[config.mk]
export PLATFORM = sky130hd
export DESIGN_NAME = size_budget_lru_cache_flat
export DESIGN_NICKNAME = d
export VERILOG_FILES = /design/src/sv/sblru_pkg.sv /design/src/sv/sblru_if.sv /design/src/sv/sblru_cell.sv /design/src/sv/size_budget_lru_cache.sv /design/src/flat_wrapper.sv
export SDC_FILE = /design/constraint.sdc
export NUM_CORES = 2
export LEC_CHECK = 0
export BUFFER_PORTS_ARGS = -buffer_cell sky130_fd_sc_hd__buf_2
export CAP_MARGIN = 20
export CORE_ASPECT_RATIO = 1.75
export CORE_UTILIZATION = 45
export DETAILED_ROUTE_END_ITERATION = 10
export PLACE_DENSITY = 0.63
export REMOVE_ABC_BUFFERS = 1
export SLEW_MARGIN = 20
export SYNTH_ARGS = -nofsm -noshare
export SYNTH_HDL_FRONTEND = slang
export SYNTH_HIERARCHICAL = 1
export SYNTH_SLANG_ARGS = --single-unit
[constraint.sdc]
create_clock -name clock -period 12.05 [get_ports clock]
set_clock_uncertainty 0.15 [all_clocks]
set_input_delay 0 -clock clock [delete_from_list [all_inputs] [get_ports clock]]
set_output_delay 0 -clock clock [all_outputs]
set_load 0.01 [all_outputs]
[src/sv/sblru_pkg.sv]
// ----------------------------------------------------------------------------
// sblru_pkg
// Shared types, codes and saturating arithmetic for the size-budget LRU cache.
// ----------------------------------------------------------------------------
package sblru_pkg;

   localparam int TotalW = 48;
   localparam int KeyW   = 32;
   localparam int SizeW  = 32;
   localparam int TimeW  = 32;
   localparam int CntW   = 5;

   typedef enum logic [1:0] {
      REQ_FETCH  = 2'd0,
      REQ_INSERT = 2'd1,
      REQ_REMOVE = 2'd2,
      REQ_TRIM   = 2'd3
   } req_code_type;

   typedef enum logic [2:0] {
      OP_NONE,
      OP_BUMP,
      OP_WRITE,
      OP_DROP,
      OP_FILL
   } cell_op_type;

   typedef enum logic [2:0] {
      ST_IDLE,
      ST_LOOK,
      ST_EVICT,
      ST_INSERT,
      ST_TRIM,
      ST_RESP
   } state_type;

   // Command broadcast to every cell of the row
   typedef struct packed {
      cell_op_type         op;
      logic [KeyW-1:0]     key;
      logic [SizeW-1:0]    size;
      logic [TimeW-1:0]    stamp;
   } cell_cmd_type;

   function automatic logic [TotalW-1:0] sat_add(input logic [TotalW-1:0] a,
                                                 input logic [SizeW-1:0]  b);
      logic [TotalW:0] sum;
      sum = {1'b0, a} + (TotalW+1)'(b);
      return sum[TotalW] ? {TotalW{1'b1}} : sum[TotalW-1:0];
   endfunction

   function automatic logic [TotalW-1:0] sat_sub(input logic [TotalW-1:0] a,
                                                 input logic [SizeW-1:0]  b);
      return (a > TotalW'(b)) ? (a - TotalW'(b)) : '0;
   endfunction

endpackage

[src/sv/sblru_if.sv]
// ----------------------------------------------------------------------------
// sblru interfaces
// Request, response and register-write channels of the LRU cache.
// ----------------------------------------------------------------------------
interface sblru_req_if;
   logic        valid;
   logic        ready;
   logic [1:0]  req_type;
   logic [31:0] key;
   logic [31:0] entry_size;
   logic [31:0] entry_time;
   modport source (output valid, req_type, key, entry_size, entry_time, input ready);
   modport sink   (input valid, req_type, key, entry_size, entry_time, output ready);
endinterface

interface sblru_rsp_if;
   logic        valid;
   logic        ready;
   logic        hit;
   logic [31:0] stored_time;
   logic        had_effect;
   logic [47:0] total_used;
   logic [4:0]  evicted_count;
   logic [4:0]  entry_count;
   modport source (output valid, hit, stored_time, had_effect, total_used,
                   evicted_count, entry_count, input ready);
   modport sink   (input valid, hit, stored_time, had_effect, total_used,
                   evicted_count, entry_count, output ready);
endinterface

interface sblru_csr_if;
   logic        valid;
   logic        ready;
   logic [47:0] data;
   modport source (output valid, data, input ready);
   modport sink   (input valid, data, output ready);
endinterface

[src/sv/sblru_cell.sv]
// ----------------------------------------------------------------------------
// sblru_cell
// One directory slot: key, size, timestamp and recency rank. Ranks of all
// cells always form a permutation; valid cells hold the lowest ranks.
// ----------------------------------------------------------------------------
module sblru_cell
   import sblru_pkg::*;
#(
   parameter int ENTRIES = 16,
   parameter int IDX     = 0
) (
   input  logic                         clock,
   input  logic                         reset,
   input  cell_cmd_type                 cmd,
   input  logic [$clog2(ENTRIES)-1:0]   cmd_rank,
   input  logic [$clog2(ENTRIES)-1:0]   cmd_top,
   output logic                         valid,
   output logic [$clog2(ENTRIES)-1:0]   rank,
   output logic [KeyW-1:0]              key,
   output logic [SizeW-1:0]             size,
   output logic [TimeW-1:0]             stamp
);
   localparam int RW = $clog2(ENTRIES);

   logic          valid_ff;
   logic [RW-1:0] rank_ff;
   logic [KeyW-1:0]  key_ff;
   logic [SizeW-1:0] size_ff;
   logic [TimeW-1:0] stamp_ff;
   logic          sel;
   logic          above;

   assign sel   = (rank_ff == cmd_rank);
   assign above = (rank_ff > cmd_rank);

   // Update recency and occupancy
   always_ff @(posedge clock) begin
      if (reset) begin
         valid_ff <= 1'b0;
         rank_ff  <= RW'(IDX);
      end else begin
         case (cmd.op) inside
            OP_BUMP, OP_WRITE: begin
               if (valid_ff && sel) rank_ff <= cmd_top;
               else if (valid_ff && above) rank_ff <= rank_ff - 1'b1;
            end
            OP_DROP: begin
               if (valid_ff && sel) begin
                  valid_ff <= 1'b0;
                  rank_ff  <= RW'(ENTRIES - 1);
               end else if (above) begin
                  rank_ff <= rank_ff - 1'b1;
               end
            end
            OP_FILL: begin
               if (!valid_ff && sel) valid_ff <= 1'b1;
            end
            default: ;
         endcase
      end
   end

   // Hold the payload words
   always_ff @(posedge clock) begin
      if (cmd.op == OP_FILL && !valid_ff && sel) begin
         key_ff   <= cmd.key;
         size_ff  <= cmd.size;
         stamp_ff <= cmd.stamp;
      end else if (cmd.op == OP_WRITE && valid_ff && sel) begin
         size_ff  <= cmd.size;
         stamp_ff <= cmd.stamp;
      end
   end

   assign valid = valid_ff;
   assign rank  = rank_ff;
   assign key   = key_ff;
   assign size  = size_ff;
   assign stamp = stamp_ff;
endmodule

[src/sv/size_budget_lru_cache.sv]
// ----------------------------------------------------------------------------
// size_budget_lru_cache
// LRU cache directory with a byte budget, built as a row of slot cells.
// ----------------------------------------------------------------------------
// Requests are handled one at a time. A request is taken when req_if.ready is
// high and first passes the lookup state, in which a fetch, a replace or a
// remove of a present key also updates the cell row. A new insert then passes
// the fill state, preceded by the evict state when the table is full and the
// least recent entry goes first. Every request other than a fetch or a remove
// of an absent key then runs the budget check, which evicts least recent
// entries while a nonzero budget is exceeded and more than one entry is left.
// The result word is then held until taken, and the next request is accepted
// after that. Every eviction is one broadcast to the cell row. Register
// writes are accepted in any cycle.
module size_budget_lru_cache
   import sblru_pkg::*;
#(
   parameter int ENTRIES = 16
) (
   input  logic  clock,
   input  logic  reset,
   sblru_req_if.sink   req_if,
   sblru_rsp_if.source rsp_if,
   sblru_csr_if.sink   csr_if
);
   localparam int RW = $clog2(ENTRIES);
   localparam int CW = $clog2(ENTRIES + 1);

   state_type state_ff, state_in;

   logic [TotalW-1:0] max_ff;
   logic [TotalW-1:0] total_ff;
   logic [CW-1:0]     count_ff;
   logic [CW-1:0]     evict_ff;
   req_code_type      type_ff;
   logic [KeyW-1:0]   key_ff;
   logic [SizeW-1:0]  size_ff;
   logic [TimeW-1:0]  time_ff;
   logic              hit_ff;
   logic              eff_ff;
   logic [TimeW-1:0]  stime_ff;

   cell_cmd_type   cmd;
   logic [RW-1:0]  cmd_rank;
   logic [RW-1:0]  cmd_top;

   logic [ENTRIES-1:0] c_valid;
   logic [RW-1:0]      c_rank  [ENTRIES];
   logic [KeyW-1:0]    c_key   [ENTRIES];
   logic [SizeW-1:0]   c_size  [ENTRIES];
   logic [TimeW-1:0]   c_stamp [ENTRIES];

   logic              m_hit;
   logic [RW-1:0]     m_rank;
   logic [SizeW-1:0]  m_size;
   logic [TimeW-1:0]  m_time;
   logic [SizeW-1:0]  z_size;
   logic              trim_go;

   // Cell row
   for (genvar g = 0; g < ENTRIES; g++) begin : g_cell
      sblru_cell #(.ENTRIES(ENTRIES), .IDX(g)) u_cell (
         .clock    (clock),
         .reset    (reset),
         .cmd      (cmd),
         .cmd_rank (cmd_rank),
         .cmd_top  (cmd_top),
         .valid    (c_valid[g]),
         .rank     (c_rank[g]),
         .key      (c_key[g]),
         .size     (c_size[g]),
         .stamp    (c_stamp[g])
      );
   end

   // Collect the matching slot and the least recent slot
   always_comb begin
      m_hit  = 1'b0;
      m_rank = '0;
      m_size = '0;
      m_time = '0;
      z_size = '0;
      for (int i = 0; i < ENTRIES; i++) begin
         if (c_valid[i] && c_key[i] == key_ff) begin
            m_hit  = 1'b1;
            m_rank = m_rank | c_rank[i];
            m_size = m_size | c_size[i];
            m_time = m_time | c_stamp[i];
         end
         if (c_valid[i] && c_rank[i] == '0) z_size = z_size | c_size[i];
      end
   end

   assign trim_go = (max_ff != '0) && (count_ff > CW'(1)) && (total_ff > max_ff);

   // Next state
   always_comb begin
      state_in = state_ff;
      unique case (state_ff)
         ST_IDLE:   if (req_if.valid) state_in = ST_LOOK;
         ST_LOOK: begin
            unique case (type_ff)
               REQ_FETCH:  state_in = ST_RESP;
               REQ_INSERT: begin
                  if (m_hit) state_in = ST_TRIM;
                  else if (count_ff == CW'(ENTRIES)) state_in = ST_EVICT;
                  else state_in = ST_INSERT;
               end
               REQ_REMOVE: state_in = m_hit ? ST_TRIM : ST_RESP;
               REQ_TRIM:   state_in = ST_TRIM;
               default:    state_in = ST_RESP;
            endcase
         end
         ST_EVICT:  state_in = ST_INSERT;
         ST_INSERT: state_in = ST_TRIM;
         ST_TRIM:   if (!trim_go) state_in = ST_RESP;
         ST_RESP:   if (rsp_if.ready) state_in = ST_IDLE;
         default:   state_in = ST_IDLE;
      endcase
   end

   // Cell commands
   always_comb begin
      cmd.op    = OP_NONE;
      cmd.key   = key_ff;
      cmd.size  = size_ff;
      cmd.stamp = time_ff;
      cmd_rank  = '0;
      cmd_top   = RW'(count_ff - 1'b1);
      unique case (state_ff)
         ST_LOOK: begin
            cmd_rank = m_rank;
            if (m_hit) begin
               case (type_ff)
                  REQ_FETCH:  cmd.op = OP_BUMP;
                  REQ_INSERT: cmd.op = OP_WRITE;
                  REQ_REMOVE: cmd.op = OP_DROP;
                  default:    cmd.op = OP_NONE;
               endcase
            end
         end
         ST_EVICT:  cmd.op = OP_DROP;
         ST_INSERT: begin
            cmd.op   = OP_FILL;
            cmd_rank = RW'(count_ff);
         end
         ST_TRIM:   if (trim_go) cmd.op = OP_DROP;
         default:   cmd.op = OP_NONE;
      endcase
   end

   // Control registers
   always_ff @(posedge clock) begin
      if (reset) begin
         state_ff <= ST_IDLE;
         max_ff   <= '0;
         total_ff <= '0;
         count_ff <= '0;
      end else begin
         state_ff <= state_in;
         if (csr_if.valid) max_ff <= csr_if.data;
         case (state_ff)
            ST_LOOK: begin
               if (m_hit && type_ff == REQ_INSERT) begin
                  total_ff <= sat_add(sat_sub(total_ff, m_size), size_ff);
               end else if (m_hit && type_ff == REQ_REMOVE) begin
                  total_ff <= sat_sub(total_ff, m_size);
                  count_ff <= count_ff - 1'b1;
               end
            end
            ST_EVICT: begin
               total_ff <= sat_sub(total_ff, z_size);
               count_ff <= count_ff - 1'b1;
            end
            ST_INSERT: begin
               total_ff <= sat_add(total_ff, size_ff);
               count_ff <= count_ff + 1'b1;
            end
            ST_TRIM: begin
               if (trim_go) begin
                  total_ff <= sat_sub(total_ff, z_size);
                  count_ff <= count_ff - 1'b1;
               end
            end
            default: ;
         endcase
      end
   end

   // Request word and result fields
   always_ff @(posedge clock) begin
      case (state_ff)
         ST_IDLE: begin
            if (req_if.valid) begin
               type_ff  <= req_code_type'(req_if.req_type);
               key_ff   <= req_if.key;
               size_ff  <= req_if.entry_size;
               time_ff  <= req_if.entry_time;
               hit_ff   <= 1'b0;
               eff_ff   <= 1'b0;
               stime_ff <= '0;
               evict_ff <= '0;
            end
         end
         ST_LOOK: begin
            if (type_ff != REQ_TRIM) hit_ff <= m_hit;
            if (type_ff == REQ_FETCH && m_hit) stime_ff <= m_time;
            if (type_ff == REQ_INSERT || (type_ff == REQ_REMOVE && m_hit)) eff_ff <= 1'b1;
         end
         ST_EVICT: evict_ff <= evict_ff + 1'b1;
         ST_TRIM:  if (trim_go) evict_ff <= evict_ff + 1'b1;
         default: ;
      endcase
   end

   assign req_if.ready         = (state_ff == ST_IDLE);
   assign csr_if.ready         = 1'b1;
   assign rsp_if.valid         = (state_ff == ST_RESP);
   assign rsp_if.hit           = hit_ff;
   assign rsp_if.stored_time   = stime_ff;
   assign rsp_if.had_effect    = eff_ff;
   assign rsp_if.total_used    = total_ff;
   assign rsp_if.evicted_count = CntW'(evict_ff);
   assign rsp_if.entry_count   = CntW'(count_ff);
endmodule
[src/flat_wrapper.sv]
// flat-port wrapper written by rule: the top's interface ports become plain ports
module size_budget_lru_cache_flat import sblru_pkg::*;
#(
   parameter int ENTRIES = 16
)
  (clock, reset, req_if_valid, req_if_req_type, req_if_key, req_if_entry_size, req_if_entry_time, req_if_ready, rsp_if_valid, rsp_if_hit, rsp_if_stored_time, rsp_if_had_effect, rsp_if_total_used, rsp_if_evicted_count, rsp_if_entry_count, rsp_if_ready, csr_if_valid, csr_if_data, csr_if_ready);
  sblru_req_if req_if_i ();
  sblru_rsp_if rsp_if_i ();
  sblru_csr_if csr_if_i ();
  input  logic clock;
  input  logic reset;
  input wire logic [$bits(req_if_i.valid)-1:0] req_if_valid;
  input wire logic [$bits(req_if_i.req_type)-1:0] req_if_req_type;
  input wire logic [$bits(req_if_i.key)-1:0] req_if_key;
  input wire logic [$bits(req_if_i.entry_size)-1:0] req_if_entry_size;
  input wire logic [$bits(req_if_i.entry_time)-1:0] req_if_entry_time;
  output wire logic [$bits(req_if_i.ready)-1:0] req_if_ready;
  output wire logic [$bits(rsp_if_i.valid)-1:0] rsp_if_valid;
  output wire logic [$bits(rsp_if_i.hit)-1:0] rsp_if_hit;
  output wire logic [$bits(rsp_if_i.stored_time)-1:0] rsp_if_stored_time;
  output wire logic [$bits(rsp_if_i.had_effect)-1:0] rsp_if_had_effect;
  output wire logic [$bits(rsp_if_i.total_used)-1:0] rsp_if_total_used;
  output wire logic [$bits(rsp_if_i.evicted_count)-1:0] rsp_if_evicted_count;
  output wire logic [$bits(rsp_if_i.entry_count)-1:0] rsp_if_entry_count;
  input wire logic [$bits(rsp_if_i.ready)-1:0] rsp_if_ready;
  input wire logic [$bits(csr_if_i.valid)-1:0] csr_if_valid;
  input wire logic [$bits(csr_if_i.data)-1:0] csr_if_data;
  output wire logic [$bits(csr_if_i.ready)-1:0] csr_if_ready;
  assign req_if_i.valid = req_if_valid;
  assign req_if_i.req_type = req_if_req_type;
  assign req_if_i.key = req_if_key;
  assign req_if_i.entry_size = req_if_entry_size;
  assign req_if_i.entry_time = req_if_entry_time;
  assign req_if_ready = req_if_i.ready;
  assign rsp_if_valid = rsp_if_i.valid;
  assign rsp_if_hit = rsp_if_i.hit;
  assign rsp_if_stored_time = rsp_if_i.stored_time;
  assign rsp_if_had_effect = rsp_if_i.had_effect;
  assign rsp_if_total_used = rsp_if_i.total_used;
  assign rsp_if_evicted_count = rsp_if_i.evicted_count;
  assign rsp_if_entry_count = rsp_if_i.entry_count;
  assign rsp_if_i.ready = rsp_if_ready;
  assign csr_if_i.valid = csr_if_valid;
  assign csr_if_i.data = csr_if_data;
  assign csr_if_ready = csr_if_i.ready;
  size_budget_lru_cache #(.ENTRIES(ENTRIES)) u_core (.clock(clock), .reset(reset), .req_if(req_if_i), .rsp_if(rsp_if_i), .csr_if(csr_if_i));
endmodule
==> reports/metrics.cfg <==
[cts]
cts.reportedPaths.clkPinSlew_ns=0.07
cts_sinks=1857
post_cts_resized=0
clock_tree_from_tritoncts=built
tritoncts.num_buffers=178
worst_skew_pair.late_latency_ns=0.87
cts_max_path_buffers=4
ctsHtreeMaxLevel=4
cts-root-buf=sky130_fd_sc_hd__clkbuf_16

[sta]
rsz0062_at_grt=no
post-route-min-period_ns=11.27
finalHoldWorstSlack_ns=0.101
timing_hold_violations_final=0
max_freq_mhz=88.7
slew-limit-headroom=0.210
tightestPinTransition_ns=1.17
period_share=0.935
report.final.setup_viol=0
final_max_slew_viol_count=0
final_critical_path_setup_slack_ns=0.781

[logic_synthesis]
post_synth_num_cell_types=117
post_synth_instance_area_sq_um=89400
synth_top_family_by_area=compound AO/OA/AOI/OAI gates
synthesis.area_per_instance_sq_um=12.8
synth_cells=6999
synth-seq-cells=1857
post_synth_xor_area_fraction=0.0657
synth_area_in_adders=0.0383
number_of_flops_mapped_to_enable_cells_by_yosys=1673
synth-async-reset-ratio=0
ys_dominant_reg_cell=sky130_fd_sc_hd__edfxtp_1
yosysWarningCount=6
synth.mux.area_fraction=0.00629
synth_compound_area_frac=0.162
synth_simple_gate_area_share=0.0982
synth-seq-area-share=0.603

[critical_path]
timing.setup.critical_path_class=flip-flop to flip-flop
critical_path.endpoint_type=flip-flop
critical_path_data_required_time_ns=12.65
timing.critical_path.arrival_ns=11.87
critPathMaxStageDelay_ns=0.83
regToRegSetupSlack_ns=0.78
worst_path_max_fanout=29
critPathMostFrequentCell=sky130_fd_sc_hd__buf_4
critical_path.startpoint_type=flip-flop
cpMaxStageDelayCell=sky130_fd_sc_hd__edfxtp_1
end_of_the_worst_register_to_register_path=u_core/rsp_if.total_used[33]$_SDFFE_PP0P_
r2r.worst_path.cells=33
critical_path.n_buffers_inverters=5
crit-reg2reg-launch=u_core/key_ff[7]$_DFFE_PP_
timing.critical_path.max_delay_family=compound AO/OA/AOI/OAI gates

[final_layout]
postLayoutCoreUtil=0.530
post-route-cell-area_sq_um=105000
area_growth_pct=17.1
drive_above_1_share=0.121
fin_nets=8136

[detailed_routing]
postRouteAntennaNets=0
avgRoutedWirePerCell_microns=31.6
dr.first_iter.drc_count=7328
post_drt_via_cell_ratio=6.56
totalWireLength_microns=331000
drc_errors=0
detail_route.first_pass.iterations=6
routed-via-count=68700

[place]
place.detailed.hpwl_microns=209000
post_dp_cell_area_sq_um=94900
io_buffer_count=244
place_worst_setup_slack_ns=1.03
finalWeightedCongestion=1.02

[floorplanning]
fp.coreArea_sq_um=198000
rows=216
chipHeight_microns=592
ios=246
die_area_sq_um=200000
die_w_microns=339
start_util=0.452

[power_and_ir_drop]
power_density_nw_per_um2=167
ir_drop_v=0.000124
power_leakage_uw=0.0358

[worst_hold_path]
hold_class=input pin to flip-flop
min-delay-start=req_if_valid
min_delay_worst_endpoint=u_core/rsp_if.had_effect$_DFFE_PP_
hold_path_depth=4

[global_route]
globalRouteTotalUtil=0.322
grt_start_max_net_pins=70
grt_first_pass_wirelength_microns=473000
grt_overflow=0
grt_antenna_before_repair=14
first_global_vias=69400

[flow_run]
cap_viol_max_count=0

[status]
run_status=complete, no violations

[kinds of logic (layout without fill, tap and decap cells)]
logic type                 count (synthesis)  in the layout
AOI/OAI and AO/OA                       1913           1913
xor gates and xnor gates                 666            666
adders and majority gates                271            271
buffers and inverters                    576           1428
DFF                                     1857           1857
muxes                                     56             56
other                                      1              9
and+or+nand+nor                         1659           1659
[worst register-to-register path, delay by kind of cell (launching register included)]
kind                       cells  cell delay (ns)
AOI/OAI and AO/OA             11             3.71
xor gates and xnor gates       1             0.20
adders and majority gates      2             0.80
buffers and inverters          5             2.27
DFF                            1             0.83
and+or+nand+nor               14             3.22
[timing repair]
action | CTS | global route
buffers inserted | 0 | 0
hold buffers | 394 | 0
endpoints found under the setup margin | 0 | 0
hold endpoints to repair | 237 | 0
[synth_stat cells, types with 30 or more instances]
library cell	instances	area, sq um
sky130_fd_sc_hd__nor2_1	381	1430
sky130_fd_sc_hd__o211ai_1	39	293
sky130_fd_sc_hd__nand4_1	116	726
sky130_fd_sc_hd__nand2b_1	78	488
sky130_fd_sc_hd__buf_2	61	305
sky130_fd_sc_hd__dfxtp_1	184	3680
sky130_fd_sc_hd__a21o_1	68	510
sky130_fd_sc_hd__a21oi_1	250	1250
sky130_fd_sc_hd__nand3_1	241	1210
sky130_fd_sc_hd__or3_1	30	188
sky130_fd_sc_hd__nand2_1	222	833
sky130_fd_sc_hd__o31ai_1	33	248
sky130_fd_sc_hd__a22oi_1	265	1990
sky130_fd_sc_hd__o21ai_0	197	986
sky130_fd_sc_hd__a22o_1	272	2380
sky130_fd_sc_hd__clkbuf_1	215	807
sky130_fd_sc_hd__a41oi_1	37	324
sky130_fd_sc_hd__a31oi_1	59	369
sky130_fd_sc_hd__xnor2_1	215	1880
sky130_fd_sc_hd__a221oi_1	278	2430
sky130_fd_sc_hd__inv_1	235	882
sky130_fd_sc_hd__a311oi_1	32	280
sky130_fd_sc_hd__xor2_1	446	3910
sky130_fd_sc_hd__ha_1	267	3340
sky130_fd_sc_hd__a211oi_1	73	548
sky130_fd_sc_hd__edfxtp_1	1673	50200
sky130_fd_sc_hd__nor4_1	218	1360
sky130_fd_sc_hd__mux2i_1	55	551
sky130_fd_sc_hd__o21a_1	58	435
sky130_fd_sc_hd__buf_1	41	154
sky130_fd_sc_hd__nor3_1	157	786
sky130_fd_sc_hd__nor2b_1	34	213
[cell usage in the layout (no fill, tap or decap), drive strengths merged, types with 60 or more instances in the layout]
cell         count
edfxtp        1673
buf            481
xor2           448
dlygate4sd3    394
nor2           381
a221oi         291
a22o           272
ha             267
a22oi          266
a21oi          252
inv            248
nand3          241
o21ai          231
nor4           227
nand2          226
xnor2          218
clkbuf         208
dfxtp          184
nor3           170
nand4          119
nand2b          79
a211oi          76
clkinv          71
a21o            68
a31oi           60
[power breakdown]
group | total, uW | internal, uW | switching, uW
clock network | 5650 | 3120 | 2530
registers | 7510 | 7230 | 276
logic | 4360 | 1550 | 2810
[area by class of cell]
cell class	count	area, sq um
Clock buffer	208	4660
Tap cell	2616	3270
Inverter	236	892
Sequential cell	1857	53900
Clock inverter	109	1070
Antenna cell	8	20.0
Fill cell	16300	92900
Timing Repair Buffer	875	7160
Multi-Input combinational cell	4566	33600
[how the worst max path moves through the flow]
stage / cells after the start / slack (ns) / endpoint / startpoint
after floorplan: 8 / -2.42 / u_core/g_cell[0].u_cell/size[0]$_DFFE_PP_ / u_core/key_ff[22]$_DFFE_PP_
after global placement: 34 / 1.08 / u_core/rsp_if.total_used[3]$_SDFFE_PP0P_ / u_core/key_ff[7]$_DFFE_PP_
after detailed placement: 33 / 1.03 / u_core/rsp_if.total_used[33]$_SDFFE_PP0P_ / u_core/key_ff[7]$_DFFE_PP_
after CTS: 33 / 0.99 / u_core/rsp_if.total_used[33]$_SDFFE_PP0P_ / u_core/key_ff[7]$_DFFE_PP_
after global routing: 34 / 0.39 / u_core/rsp_if.total_used[3]$_SDFFE_PP0P_ / u_core/key_ff[7]$_DFFE_PP_
final: 33 / 0.78 / u_core/rsp_if.total_used[33]$_SDFFE_PP0P_ / u_core/key_ff[7]$_DFFE_PP_
[flip-flops by register name, indices dropped and copies added, names as in the netlist]
signal and flops:
u_core/g_cell.u_cell/size 512, u_core/rsp_if.entry_count 5, u_core/max_ff 48, u_core/rsp_if.stored_time 32, u_core/size_ff 32, u_core/g_cell.u_cell/key 512, u_core/type_ff 2, u_core/state_ff 3
u_core/g_cell.u_cell/rank 64, u_core/g_cell.u_cell/stamp 512, u_core/rsp_if.evicted_count 5, u_core/time_ff 32, u_core/rsp_if.had_effect 1, u_core/rsp_if.hit 1, u_core/rsp_if.total_used 48, u_core/key_ff 32
u_core/g_cell.u_cell/valid 16
[layer usage]
metal / track usage / vias up / wire [microns]
li1: - / 29100 / -
met2: 0.554 / 4135 / 161000
met1: 0.347 / 34000 / 110000
met4: 0.260 / 4 / 31400
met3: 0.0605 / 1430 / 28400
met5: 0 / - / 34
[stage by stage]
| step | cells | setup TNS [ns] | power [uW] |
|---|---|---|---|
| global placement | 9754 | 0 | 11700 |
| detailed placement | 9755 | 0 | 11700 |
| finish | 10500 | 0 | 17500 |
| global route | 10500 | 0 | 18000 |
| CTS | 10500 | 0 | 17400 |
| floorplan | 6659 | -2646.96 | 10200 |
Power figures use the tool's default switching activity.
